`src/rtl/hdrc_pkg.sv`:
```
package hdrc_pkg;

    localparam int SLOTS = 32;
    localparam int SLOT_W = $clog2(SLOTS);

    localparam int GROUP_W = 32;
    localparam int YEAR_W = 14;
    localparam int DATE_W = 27;
    localparam int DATA_W = 32;
    localparam int ADDR_W = 3;

    localparam int HASH_SHIFT = 16;
    localparam int HASH_W = HASH_SHIFT + SLOT_W;
    localparam logic [GROUP_W-1:0] HASH_GROUP_MUL = 32'd2654435761;
    localparam logic [GROUP_W-1:0] HASH_YEAR_MUL = 32'd2246822519;

    localparam int BASE_W = 28;
    localparam logic [BASE_W-1:0] YEAR_SCALE = 28'd10000;
    localparam int MUL100_W = 13;
    localparam logic [MUL100_W-1:0] DIV100_MUL = 13'd5243;
    localparam int DIV100_SHIFT = 19;
    localparam int CENT_W = 8;
    localparam int MD_W = 14;
    localparam logic [MD_W-1:0] MONTH_SCALE = 14'd100;

    localparam logic [YEAR_W-1:0] YEAR_MIN_RESET = 14'd1982;
    localparam logic [YEAR_W-1:0] YEAR_MAX_RESET = 14'd2100;

    localparam int REG_SEL_BIT = 2;
    localparam logic REG_YEAR_MIN = 1'b0;
    localparam logic REG_YEAR_MAX = 1'b1;

    typedef enum logic [1:0] {
        KIND_LOOKUP = 2'd0,
        KIND_STORE  = 2'd1,
        KIND_FLUSH  = 2'd2
    } kind_t;

    typedef struct packed {
        kind_t               kind;
        logic [GROUP_W-1:0]  group_id;
        logic [YEAR_W-1:0]   key_year;
        logic [DATE_W-1:0]   date_value;
        logic [DATE_W-1:0]   seen_date;
    } item_t;

    typedef struct packed {
        item_t               item;
        logic [SLOT_W-1:0]   slot;
        logic                year_ok;
        logic                date_ok;
    } req_t;

    typedef struct packed {
        logic                hit;
        logic                stored;
        logic [DATE_W-1:0]   out_date;
        logic [DATE_W-1:0]   out_seen;
    } result_t;

endpackage

```
`src/rtl/hdrc_hash.sv`:
```
module hdrc_hash (
    input  logic                          clk,
    input  logic [hdrc_pkg::GROUP_W-1:0]  group_id,
    input  logic [hdrc_pkg::YEAR_W-1:0]   key_year,
    output logic [hdrc_pkg::SLOT_W-1:0]   slot
);

    // Only the low bits of each product reach the slot index after the fold.
    logic [hdrc_pkg::HASH_W-1:0] group_prod_next;
    logic [hdrc_pkg::HASH_W-1:0] group_prod_reg;
    logic [hdrc_pkg::HASH_W-1:0] year_prod_next;
    logic [hdrc_pkg::HASH_W-1:0] year_prod_reg;
    logic [hdrc_pkg::HASH_W-1:0] year_ext;
    logic [hdrc_pkg::HASH_W-1:0] mix;

    always_comb
    begin
        year_ext = {{(hdrc_pkg::HASH_W - hdrc_pkg::YEAR_W){1'b0}}, key_year};
        group_prod_next = group_id[hdrc_pkg::HASH_W-1:0]
                        * hdrc_pkg::HASH_GROUP_MUL[hdrc_pkg::HASH_W-1:0];
        year_prod_next = year_ext * hdrc_pkg::HASH_YEAR_MUL[hdrc_pkg::HASH_W-1:0];
    end

    always_ff @(posedge clk)
    begin
        group_prod_reg <= group_prod_next;
        year_prod_reg <= year_prod_next;
    end

    always_comb
    begin
        mix = group_prod_reg ^ year_prod_reg;
        slot = mix[hdrc_pkg::SLOT_W-1:0]
             ^ mix[hdrc_pkg::HASH_W-1:hdrc_pkg::HASH_SHIFT];
    end

endmodule

```
`src/rtl/hdrc_date_check.sv`:
```
module hdrc_date_check (
    input  logic                          clk,
    input  logic [hdrc_pkg::YEAR_W-1:0]   key_year,
    input  logic [hdrc_pkg::DATE_W-1:0]   date_value,
    input  logic [hdrc_pkg::YEAR_W-1:0]   year_min,
    input  logic [hdrc_pkg::YEAR_W-1:0]   year_max,
    output logic                          year_ok,
    output logic                          date_ok
);

    localparam int CentProdW = hdrc_pkg::YEAR_W + hdrc_pkg::MUL100_W;

    logic                                year_ok_next;
    logic                                year_ok_reg;
    logic [hdrc_pkg::BASE_W-1:0]         year_base_next;
    logic [hdrc_pkg::BASE_W-1:0]         year_base_reg;
    logic [CentProdW-1:0]                cent_prod;
    logic [hdrc_pkg::CENT_W-1:0]         cent_next;
    logic [hdrc_pkg::CENT_W-1:0]         cent_reg;
    logic [hdrc_pkg::YEAR_W-1:0]         year_reg;
    logic [hdrc_pkg::DATE_W-1:0]         date_reg;

    logic [hdrc_pkg::BASE_W-1:0]         date_ext;
    logic [hdrc_pkg::BASE_W-1:0]         rest;
    logic                                in_year;
    logic [hdrc_pkg::MD_W-1:0]           month_day;
    logic [hdrc_pkg::MD_W-1:0]           cent_hund;
    logic                                century;
    logic                                leap;
    logic                                day_ok;

    function automatic logic [4:0] month_days(input int month, input logic leap_year);
        logic [4:0] days;
        begin
            case (month)
                2:
                begin
                    days = leap_year ? 5'd29 : 5'd28;
                end
                4, 6, 9, 11:
                begin
                    days = 5'd30;
                end
                default:
                begin
                    days = 5'd31;
                end
            endcase
            return days;
        end
    endfunction

    // First stage: bounds check, year scaled to the date's decimal position,
    // and the year divided by one hundred through a reciprocal.
    always_comb
    begin
        year_ok_next = (key_year != '0) && (key_year >= year_min) && (key_year <= year_max);
        year_base_next = {{(hdrc_pkg::BASE_W - hdrc_pkg::YEAR_W){1'b0}}, key_year}
                       * hdrc_pkg::YEAR_SCALE;
        cent_prod = {{hdrc_pkg::MUL100_W{1'b0}}, key_year}
                  * {{hdrc_pkg::YEAR_W{1'b0}}, hdrc_pkg::DIV100_MUL};
        cent_next = cent_prod[hdrc_pkg::DIV100_SHIFT +: hdrc_pkg::CENT_W];
    end

    always_ff @(posedge clk)
    begin
        year_ok_reg <= year_ok_next;
        year_base_reg <= year_base_next;
        cent_reg <= cent_next;
        year_reg <= key_year;
        date_reg <= date_value;
    end

    // Second stage: the date must sit inside the key year, and its month and
    // day part must name a real Gregorian day.
    always_comb
    begin
        logic [hdrc_pkg::MD_W-1:0] lo;
        logic [hdrc_pkg::MD_W-1:0] hi;
        date_ext = {{(hdrc_pkg::BASE_W - hdrc_pkg::DATE_W){1'b0}}, date_reg};
        in_year = date_ext >= year_base_reg;
        rest = date_ext - year_base_reg;
        month_day = rest[hdrc_pkg::MD_W-1:0];
        cent_hund = {{(hdrc_pkg::MD_W - hdrc_pkg::CENT_W){1'b0}}, cent_reg}
                  * hdrc_pkg::MONTH_SCALE;
        century = (year_reg == cent_hund);
        leap = (year_reg[1:0] == 2'b00) && (!century || (cent_reg[1:0] == 2'b00));
        day_ok = 1'b0;
        for (int m = 1; m <= 12; m++)
        begin
            lo = hdrc_pkg::MD_W'(m * 100 + 1);
            hi = hdrc_pkg::MD_W'(m * 100) + {{(hdrc_pkg::MD_W - 5){1'b0}}, month_days(m, leap)};
            if ((month_day >= lo) && (month_day <= hi))
            begin
                day_ok = 1'b1;
            end
        end
        year_ok = year_ok_reg;
        date_ok = year_ok_reg && in_year && (rest < hdrc_pkg::YEAR_SCALE) && day_ok;
    end

endmodule

```
`src/rtl/hdrc_slot_store.sv`:
```
module hdrc_slot_store (
    input  logic              clk,
    input  logic              rst_n,
    input  logic              req_valid,
    input  hdrc_pkg::req_t    req,
    output logic              done,
    output hdrc_pkg::result_t result
);

    logic [hdrc_pkg::SLOTS-1:0]    valid_reg;
    logic [hdrc_pkg::SLOTS-1:0]    valid_next;
    logic [hdrc_pkg::GROUP_W-1:0]  group_reg [hdrc_pkg::SLOTS];
    logic [hdrc_pkg::YEAR_W-1:0]   year_reg [hdrc_pkg::SLOTS];
    logic [hdrc_pkg::DATE_W-1:0]   date_reg [hdrc_pkg::SLOTS];
    logic [hdrc_pkg::DATE_W-1:0]   seen_reg [hdrc_pkg::SLOTS];
    logic                          done_reg;
    hdrc_pkg::result_t             result_reg;
    hdrc_pkg::result_t             result_next;
    logic                          match;
    logic                          write_en;

    // A stored entry already passed the calendar check, so on a lookup only
    // the current year bounds are left to test.
    always_comb
    begin
        match = valid_reg[req.slot]
             && (group_reg[req.slot] == req.item.group_id)
             && (year_reg[req.slot] == req.item.key_year)
             && req.year_ok;
        result_next = '0;
        valid_next = valid_reg;
        write_en = 1'b0;
        case (req.item.kind)
            hdrc_pkg::KIND_LOOKUP:
            begin
                if (match)
                begin
                    result_next.hit = 1'b1;
                    result_next.out_date = date_reg[req.slot];
                    result_next.out_seen = seen_reg[req.slot];
                end
            end
            hdrc_pkg::KIND_STORE:
            begin
                if (req.date_ok)
                begin
                    result_next.stored = 1'b1;
                    write_en = req_valid;
                    if (req_valid)
                    begin
                        valid_next[req.slot] = 1'b1;
                    end
                end
            end
            hdrc_pkg::KIND_FLUSH:
            begin
                if (req_valid)
                begin
                    valid_next = '0;
                end
            end
            default:
            begin
                result_next = '0;
            end
        endcase
    end

    always_ff @(posedge clk or negedge rst_n)
    begin
        if (!rst_n)
        begin
            valid_reg <= '0;
            done_reg <= 1'b0;
        end
        else
        begin
            valid_reg <= valid_next;
            done_reg <= req_valid;
        end
    end

    always_ff @(posedge clk)
    begin
        result_reg <= result_next;
        if (write_en)
        begin
            group_reg[req.slot] <= req.item.group_id;
            year_reg[req.slot] <= req.item.key_year;
            date_reg[req.slot] <= req.item.date_value;
            seen_reg[req.slot] <= req.item.seen_date;
        end
    end

    assign done = done_reg;
    assign result = result_reg;

endmodule

```
`src/rtl/hdrc_cfg_regs.sv`:
```
module hdrc_cfg_regs (
    input  logic                         clk,
    input  logic                         rst_n,
    input  logic                         psel,
    input  logic                         penable,
    input  logic                         pwrite,
    input  logic [hdrc_pkg::ADDR_W-1:0]  paddr,
    input  logic [hdrc_pkg::DATA_W-1:0]  pwdata,
    output logic [hdrc_pkg::DATA_W-1:0]  prdata,
    output logic [hdrc_pkg::YEAR_W-1:0]  year_min,
    output logic [hdrc_pkg::YEAR_W-1:0]  year_max
);

    logic [hdrc_pkg::YEAR_W-1:0] year_min_reg;
    logic [hdrc_pkg::YEAR_W-1:0] year_min_next;
    logic [hdrc_pkg::YEAR_W-1:0] year_max_reg;
    logic [hdrc_pkg::YEAR_W-1:0] year_max_next;
    logic                        write_en;
    logic [hdrc_pkg::YEAR_W-1:0] read_value;

    always_comb
    begin
        write_en = psel && penable && pwrite;
        year_min_next = year_min_reg;
        year_max_next = year_max_reg;
        read_value = '0;
        case (paddr[hdrc_pkg::REG_SEL_BIT])
            hdrc_pkg::REG_YEAR_MIN:
            begin
                read_value = year_min_reg;
                if (write_en)
                begin
                    year_min_next = pwdata[hdrc_pkg::YEAR_W-1:0];
                end
            end
            hdrc_pkg::REG_YEAR_MAX:
            begin
                read_value = year_max_reg;
                if (write_en)
                begin
                    year_max_next = pwdata[hdrc_pkg::YEAR_W-1:0];
                end
            end
            default:
            begin
                read_value = '0;
            end
        endcase
    end

    always_ff @(posedge clk or negedge rst_n)
    begin
        if (!rst_n)
        begin
            year_min_reg <= hdrc_pkg::YEAR_MIN_RESET;
            year_max_reg <= hdrc_pkg::YEAR_MAX_RESET;
        end
        else
        begin
            year_min_reg <= year_min_next;
            year_max_reg <= year_max_next;
        end
    end

    assign prdata = {{(hdrc_pkg::DATA_W - hdrc_pkg::YEAR_W){1'b0}}, read_value};
    assign year_min = year_min_reg;
    assign year_max = year_max_reg;

endmodule

```
`src/rtl/hashed_date_record_cache_core.sv`:
```
// Path: done and the result ports show a word once it has passed the input register,
// the hash and date stage, the slot stage and the result register.
// Throughput: one word per cycle; busy stays low, as every stage moves on each clock.
// Reset clears all valid marks, empties the pipeline and loads the year bounds 1982 and 2100.
// Each result word is shown for exactly one cycle; the receiver cannot stall it.
module hashed_date_record_cache_core (
    input  logic                          clk,
    input  logic                          rst_n,
    input  logic                          start,
    output logic                          busy,
    input  logic [1:0]                    kind,
    input  logic [hdrc_pkg::GROUP_W-1:0]  group_id,
    input  logic [hdrc_pkg::YEAR_W-1:0]   key_year,
    input  logic [hdrc_pkg::DATE_W-1:0]   date_value,
    input  logic [hdrc_pkg::DATE_W-1:0]   seen_date,
    output logic                          done,
    output logic                          hit,
    output logic                          stored,
    output logic [hdrc_pkg::DATE_W-1:0]   out_date,
    output logic [hdrc_pkg::DATE_W-1:0]   out_seen,
    input  logic                          psel,
    input  logic                          penable,
    input  logic                          pwrite,
    input  logic [hdrc_pkg::ADDR_W-1:0]   paddr,
    input  logic [hdrc_pkg::DATA_W-1:0]   pwdata,
    output logic [hdrc_pkg::DATA_W-1:0]   prdata,
    output logic                          pready
);

    logic                          s1_valid_reg;
    logic                          s1_valid_next;
    logic                          s2_valid_reg;
    logic                          s3_valid_reg;
    hdrc_pkg::item_t               s1_item_reg;
    hdrc_pkg::item_t               s1_item_next;
    hdrc_pkg::item_t               s2_item_reg;
    hdrc_pkg::req_t                s3_req_reg;
    hdrc_pkg::req_t                s3_req_next;
    logic [hdrc_pkg::SLOT_W-1:0]   slot;
    logic                          year_ok;
    logic                          date_ok;
    logic [hdrc_pkg::YEAR_W-1:0]   year_min;
    logic [hdrc_pkg::YEAR_W-1:0]   year_max;
    hdrc_pkg::result_t             result;

    always_comb
    begin
        s1_valid_next = start && !busy;
        s1_item_next.kind = hdrc_pkg::kind_t'(kind);
        s1_item_next.group_id = group_id;
        s1_item_next.key_year = key_year;
        s1_item_next.date_value = date_value;
        s1_item_next.seen_date = seen_date;
        s3_req_next.item = s2_item_reg;
        s3_req_next.slot = slot;
        s3_req_next.year_ok = year_ok;
        s3_req_next.date_ok = date_ok;
    end

    always_ff @(posedge clk or negedge rst_n)
    begin
        if (!rst_n)
        begin
            s1_valid_reg <= 1'b0;
            s2_valid_reg <= 1'b0;
            s3_valid_reg <= 1'b0;
        end
        else
        begin
            s1_valid_reg <= s1_valid_next;
            s2_valid_reg <= s1_valid_reg;
            s3_valid_reg <= s2_valid_reg;
        end
    end

    always_ff @(posedge clk)
    begin
        s1_item_reg <= s1_item_next;
        s2_item_reg <= s1_item_reg;
        s3_req_reg <= s3_req_next;
    end

    hdrc_hash u_hash (
        .clk      (clk),
        .group_id (s1_item_reg.group_id),
        .key_year (s1_item_reg.key_year),
        .slot     (slot)
    );

    hdrc_date_check u_date_check (
        .clk        (clk),
        .key_year   (s1_item_reg.key_year),
        .date_value (s1_item_reg.date_value),
        .year_min   (year_min),
        .year_max   (year_max),
        .year_ok    (year_ok),
        .date_ok    (date_ok)
    );

    hdrc_slot_store u_slot_store (
        .clk       (clk),
        .rst_n     (rst_n),
        .req_valid (s3_valid_reg),
        .req       (s3_req_reg),
        .done      (done),
        .result    (result)
    );

    hdrc_cfg_regs u_cfg_regs (
        .clk      (clk),
        .rst_n    (rst_n),
        .psel     (psel),
        .penable  (penable),
        .pwrite   (pwrite),
        .paddr    (paddr),
        .pwdata   (pwdata),
        .prdata   (prdata),
        .year_min (year_min),
        .year_max (year_max)
    );

    assign busy = 1'b0;
    assign pready = 1'b1;
    assign hit = result.hit;
    assign stored = result.stored;
    assign out_date = result.out_date;
    assign out_seen = result.out_seen;

endmodule

```
`config.mk`:
```
export PLATFORM = sky130hd
export DESIGN_NAME = hashed_date_record_cache_core
export DESIGN_NICKNAME = d
export VERILOG_FILES = /design/src/rtl/hdrc_pkg.sv /design/src/rtl/hdrc_hash.sv /design/src/rtl/hdrc_date_check.sv /design/src/rtl/hdrc_slot_store.sv /design/src/rtl/hdrc_cfg_regs.sv /design/src/rtl/hashed_date_record_cache_core.sv
export SDC_FILE = /design/constraint.sdc
export NUM_CORES = 2
export LEC_CHECK = 0
export BUFFER_PORTS_ARGS = -buffer_cell sky130_fd_sc_hd__buf_2
export CAP_MARGIN = 40
export CORE_AREA = 4 4 614 616
export CTS_CLUSTER_DIAMETER = 80
export CTS_CLUSTER_SIZE = 40
export DETAILED_ROUTE_END_ITERATION = 8
export DIE_AREA = 0 0 618 620
export PLACE_DENSITY = 0.56
export SYNTH_ARGS = -nofsm -noshare
export SYNTH_HDL_FRONTEND = slang
export SYNTH_HIERARCHICAL = 1
export SYNTH_SLANG_ARGS = --single-unit
```
`constraint.sdc`:
```
create_clock -name clk -period 10.02 [get_ports clk]
set_input_delay 1.002 -clock clk [delete_from_list [all_inputs] [get_ports clk]]
set_output_delay 1.002 -clock clk [all_outputs]
set_load 0.03 [all_outputs]
```
# After elaboration in Yosys (flattened, before gate mapping)
# Memories as Yosys holds them, arrays and structs flattened. A register that Yosys moved wholly into a read port is not among the register bits.
# Index checks and enable logic that the tools add are counted.
[classes]
eq_ne = 8
n_bitwise = 4
n_mux = 28
reduce_logical = 37
addsub = 2
multipliers = 5
n_lt_le_gt_ge = 30
[op_table]
columns = ["op", "count"]
rows = [
  ["$mux W32", 3],
  ["$ge A14 B10 Y1 const B", 5],
  ["$le A14 B10 Y1 const B", 5],
  ["$pmux W32 S2", 1],
  ["$ge A14 B9 Y1 const B", 3],
  ["$le A14 B11 Y1 const B", 3],
  ["$eq A32 B32 Y1", 1],
  ["$or A32 B32 Y32", 1],
  ["$eq A14 B14 Y1", 2],
  ["$ge A14 B11 Y1 const B", 2],
  ["$ge A27 B28 Y1", 1],
  ["$le A14 B14 Y1", 2],
  ["$le A14 B9 Y1 const B", 2],
  ["$lt A28 B14 Y1 const B", 1],
  ["$pmux W14 S2", 1],
  ["$sub A27 B28 Y28", 1],
  ["$mul A14 B13 Y27 const B", 1],
  ["$logic_and A1 B1 Y1", 24],
  ["$mul A14 B10 Y24 const B", 1],
  ["$mul A14 B20 Y21 const B", 1],
  ["$mul A21 B21 Y21 const B", 1],
  ["$mux W1", 21],
  ["$xor A21 B21 Y21", 1],
  ["$ge A14 B14 Y1", 1],
  ["other kinds (21)", 29],
]
[word_totals]
input_bits = 143
output_inout_bits = 91
memories = 4
ram_bits = 3200
reg_bits = 454
[memory_table]
columns = ["name", "words", "word_bits", "rd", "rd_clocked_by_memory_dff", "wr", "line_no", "text"]
rows = [
  ["u_slot_store.group_reg", 32, 32, 1, 1, 1, "hdrc_slot_store.sv:12", "logic [hdrc_pkg::GROUP_W-1:0] group_reg [hdrc_pkg::SLOTS];"],
  ["u_slot_store.date_reg", 32, 27, 1, 1, 1, "hdrc_slot_store.sv:14", "logic [hdrc_pkg::DATE_W-1:0] date_reg [hdrc_pkg::SLOTS];"],
  ["u_slot_store.seen_reg", 32, 27, 1, 1, 1, "hdrc_slot_store.sv:15", "logic [hdrc_pkg::DATE_W-1:0] seen_reg [hdrc_pkg::SLOTS];"],
  ["u_slot_store.year_reg", 32, 14, 1, 1, 1, "hdrc_slot_store.sv:13", "logic [hdrc_pkg::YEAR_W-1:0] year_reg [hdrc_pkg::SLOTS];"],
]

# Depth between registers and ports, before layout
[depth]
ltp_word = 21
depth_mapped = 22
mapped_depth_nobuf = 22

# Modules after synthesis
# Netlist, hierarchy kept.
[by_module_without_submodules]
columns = ["mod", "area_each_um2", "n_inst", "cells_each"]
rows = [
  ["hdrc_slot_store", 123756.2, 1, 5734],
  ["hdrc_date_check", 9486.6, 1, 1016],
  ["hdrc_hash", 7031.7, 1, 687],
  ["hashed_date_record_cache_core", 6363.6, 1, 320],
  ["hdrc_cfg_regs", 1450.1, 1, 95],
]

# Worst setup path before layout
# No wires, ideal clock.
[synth_path]
kind = "register to register"
start = "reg s3_req_reg[2] in the netlist's numbering"
end = "mem u_slot_store/date_reg[27][0] in the netlist's numbering (enable)"
stages_incl_launch_ff = 11
slack_ns = 2.793
path_buffers = 8
period_less_slack_ns = 7.227
arrival_ns = 6.666
t_required_ns = 9.458
path_cell_list = "dfxtp_1 buf_6 buf_6 buf_2 buf_2 buf_2 buf_2 buf_2 buf_2 nand2_1 nor2_1"
[synth_rtl]
columns = ["element", "line_no", "text"]
rows = [
  ["start: declaration", "hashed_date_record_cache_core.sv:37", "hdrc_pkg::req_t s3_req_reg;"],
  ["start signal: assignment", "hashed_date_record_cache_core.sv:80", "s3_req_reg <= s3_req_next;"],
  ["end: declaration", "hdrc_slot_store.sv:14", ""],
]
# No word-level cell before the write port.

# Worst setup path in the final report
[layout_path]
start = "reg s3_req_reg[2] in the netlist's numbering"
end = "reg u_slot_store.result_reg (netlist bit u_slot_store/result[50])"
[layout_via]
elab_chain_cells = 7
[layout_lines]
columns = ["element", "line_no", "text"]
rows = [
  ["$bmux W1 S5", "hdrc_slot_store.sv:26", "match = valid_reg[req.slot]"],
  ["$mux W1 (implied by the code)", "hdrc_slot_store.sv:26", ""],
  ["$logic_and A1 B1 Y1", "hdrc_slot_store.sv:27", "&& (group_reg[req.slot] == req.item.group_id)"],
  ["$logic_and A1 B1 Y1", "hdrc_slot_store.sv:28", "&& (year_reg[req.slot] == req.item.key_year)"],
  ["$logic_and A1 B1 Y1", "hdrc_slot_store.sv:29", "&& req.year_ok;"],
  ["$reduce_and A2 Y1 (no source line)", "n/a", ""],
  ["$logic_not A1 Y1 (no source line)", "n/a", ""],
  ["end signal: assignment", "hdrc_slot_store.sv:85", "result_reg <= result_next;"],
  ["end: declaration", "hdrc_slot_store.sv:17", "hdrc_pkg::result_t result_reg;"],
]
# Parallel ways exist; a longest one is shown, timed or not. The select of a mux whose other input is x is not followed.
# A chain may end at the register's enable or synchronous reset.

==> metrics.cfg <==
[run_status]
outcome=complete, no violations

[job]
maxCapViolCount=0

[synthesis]
seq_area_frac_synth=0.722
synth_area_um2=148000
ys_types=82
synth.area.top_cells=edfxtp_1 (65%), mux4_2 (6.8%), dfxtp_1 (6.2%)
synth.top_cells.by_count=edfxtp_1 (3200), mux2i_1 (718), inv_1 (466), dfxtp_1 (459), mux4_2 (447)
synthFlopType=edfxtp_1
yosysTopAreaCell=edfxtp_1
avgSynthCellArea_um2=18.9
yosys.area.top_type_share=0.649
yosys.cell_count.top_type=edfxtp_1
ys_ff_latch=3723
async_reset_ff_frac=0.0172
syn_inst=7852
ys_warn_count=6
synth_edf_count=3200

[placement]
dp_slack_ns=3.41
dp_hpwl_mm=223
gp_congestion=0.807
dpl_cell_area_um2=157000
port_buffers=193

[global_route]
antenna_found_initial=28
track_usage=0.207
grt_max_degree=135
grt_pass1_vias=74900
grt_overflow_total=0
grt_pass1_wl_mm=571

[sta]
clock.fmax_mhz=151
rsz0062_at_grt=no
tightest_slew_ns=1.19
period_minus_slack_ns=6.64
skew_ns=0.0861
period_share=0.662
fin_ws_ns=3.38
finalHoldViolCount=0
fin_setup_tns_ns=0
finalMaxSlewViolations=0
relSlewSlack=0.207
setup_viol=0

[die]
die_w_um=618
fp.dieH_um=620
rows=224
initial_core_util=0.399
ios=234
core_um2=371000
dieArea_um2=383000

[worst_setup_path]
worstPathArrival_ns=7.47
critical_path_required_ns=10.85
cp-start-kind=register
end_kind=register
worstSetupPathType=reg2reg
path_max_fanout=78
startpoint=s3_req_reg[2]
rr_startpoint=s3_req_reg[2]

[finish]
syn_to_final_growth_pct=10.2
nets=8932
largest_reg_flops=1024
finalInstanceArea_um2=163000
final_util=0.440
drive_gt1_frac=0.166

[drt]
ant_nets=0
route.detailed.drc=0
drtIter0Drc=8504
viasPerCell=5.64
wl_per_cell_um=30.6
vias=74900
firstDrtPassIters=7
routed_wl_mm=406

[min_path]
hold_path.class=in2reg
hold_start=seen_date[2]

[cts]
htreeDepth=4
cts_tree=done
cts-hold-fix-buffers=0
cts_buffer_depth=4
cts_resized=0
clock_sinks=3723
clock_latency_ns=0.92
cts_made_buffers=151
cts-root-buf=clkbuf_16
cts_setup_buffers=0
clk_pin_slew_worst_paths_ns=0.13

[power_and_ir_drop]
comb_power_share=0.336
clockPowerShare=0.221
p_sw_mw=13.0
total_power_mw=39.1
power_leakage_nw=56.6
seq_power_share=0.442
vdd_drop_max_uv=237
p_int_mw=26.2
swShare=0.331
cellPowerDensity_nw_per_um2=240

## logic make-up (layout without fill, tap and decap cells)
logic type,count (synthesis),count (layout),synth area share
other,3,44,0.0000760
flip-flops,3723,3723,0.722
AO/OA/AOI/OAI,903,903,0.0444
multiplexers,1220,1220,0.121
AND/OR/NAND/NOR,407,407,0.0152
XOR/XNOR,152,152,0.00899
adder cells (fa/ha/maj),625,625,0.0641
buffers and inverters,819,1232,0.0245
## final cells by class
cell class,count,area [µm²]
diodes,24,60.1
repair buffers,495,4520
multi-input cells,3327,38000
flip-flops and latches,3723,107000
clock buffers,168,4010
fillers,31800,208000
clock inverters,103,1730
well taps,4972,6220
inverters,466,1750
## worst max-delay path: stages (launching register included)
cell     delay [ns]
dfxtp_4        0.93
buf_12         0.47
buf_4          0.85
mux2i_1        0.31
o22ai_1        0.11
nor4_1         0.46
nand2_1        0.14
xor2_1         0.22
nor4_1         0.61
nand4_1        0.19
or4_4          0.89
buf_4          0.44
buf_4          0.41
a31oi_2        0.24
## path summary, 6_finish.rpt
path                                                    to  slack [ns]  cells after the start
worst max register to register     u_slot_store/result[50]        3.38                     13
worst max-delay path               u_slot_store/result[50]        3.38                     13
min in group asynchronous       u_slot_store/valid_reg[15]        0.30                      2
worst min register to register    u_date_check/date_reg[5]        0.32                      0
max in group asynchronous                u_slot_store/done        9.10                      2
worst min-delay path                        s1_item_reg[2]        0.16                      1
## cells in the final DEF (no fill, tap or decap), types with 28 or more instances in the layout
cell       count
edfxtp_1    3200
mux2i_1      718
inv_1        466
dfxtp_1      457
mux4_2       447
ha_1         402
o22ai_1      358
fa_1         223
buf_4        196
buf_2        194
clkbuf_16    158
a22oi_1      115
nor4_1       100
xnor2_1       88
nand2_1       81
a21oi_1       69
xor2_1        64
a22o_1        54
a221oi_1      54
dfrtp_1       51
o21a_1        46
mux2_2        45
buf_8         42
o21ai_0       35
a31oi_1       35
nor2_4        33
buf_12        32
nand3_1       31
nor2_1        31
a21o_1        31
buf_16        28
## metal layers
| metal | routed length (µm) | track usage |
|---|---|---|
| met5 | 46 | 0 |
| met2 | 197000 | 0.345 |
| met1 | 173000 | 0.292 |
| met3 | 25800 | 0.0263 |
| met4 | 10100 | 0.0469 |
## metrics by stage
| step | cells | hold slack (ns) |
|---|---|---|
| after floorplan | 7869 | 0.310 |
| after global placement | 12900 | 0.310 |
| after detailed placement | 13000 | 0.312 |
| after CTS | 13200 | 0.0953 |
| after global routing | 13300 | 0.119 |
| final | 13300 | 0.164 |
## power by group through the flow
stage | Sequential (mW) | Clock, mW | Combinational [mW]
after CTS | 17.4 | 8.86 | 13.2
after global routing | 17.3 | 9.39 | 14.4
final | 17.3 | 8.66 | 13.2
after global placement | 17.8 | 0 | 12.9
after detailed placement | 17.7 | 0 | 13.2
after floorplan | 17.6 | 0 | 9.65
Note: power is estimated with default switching activity, not from simulation.
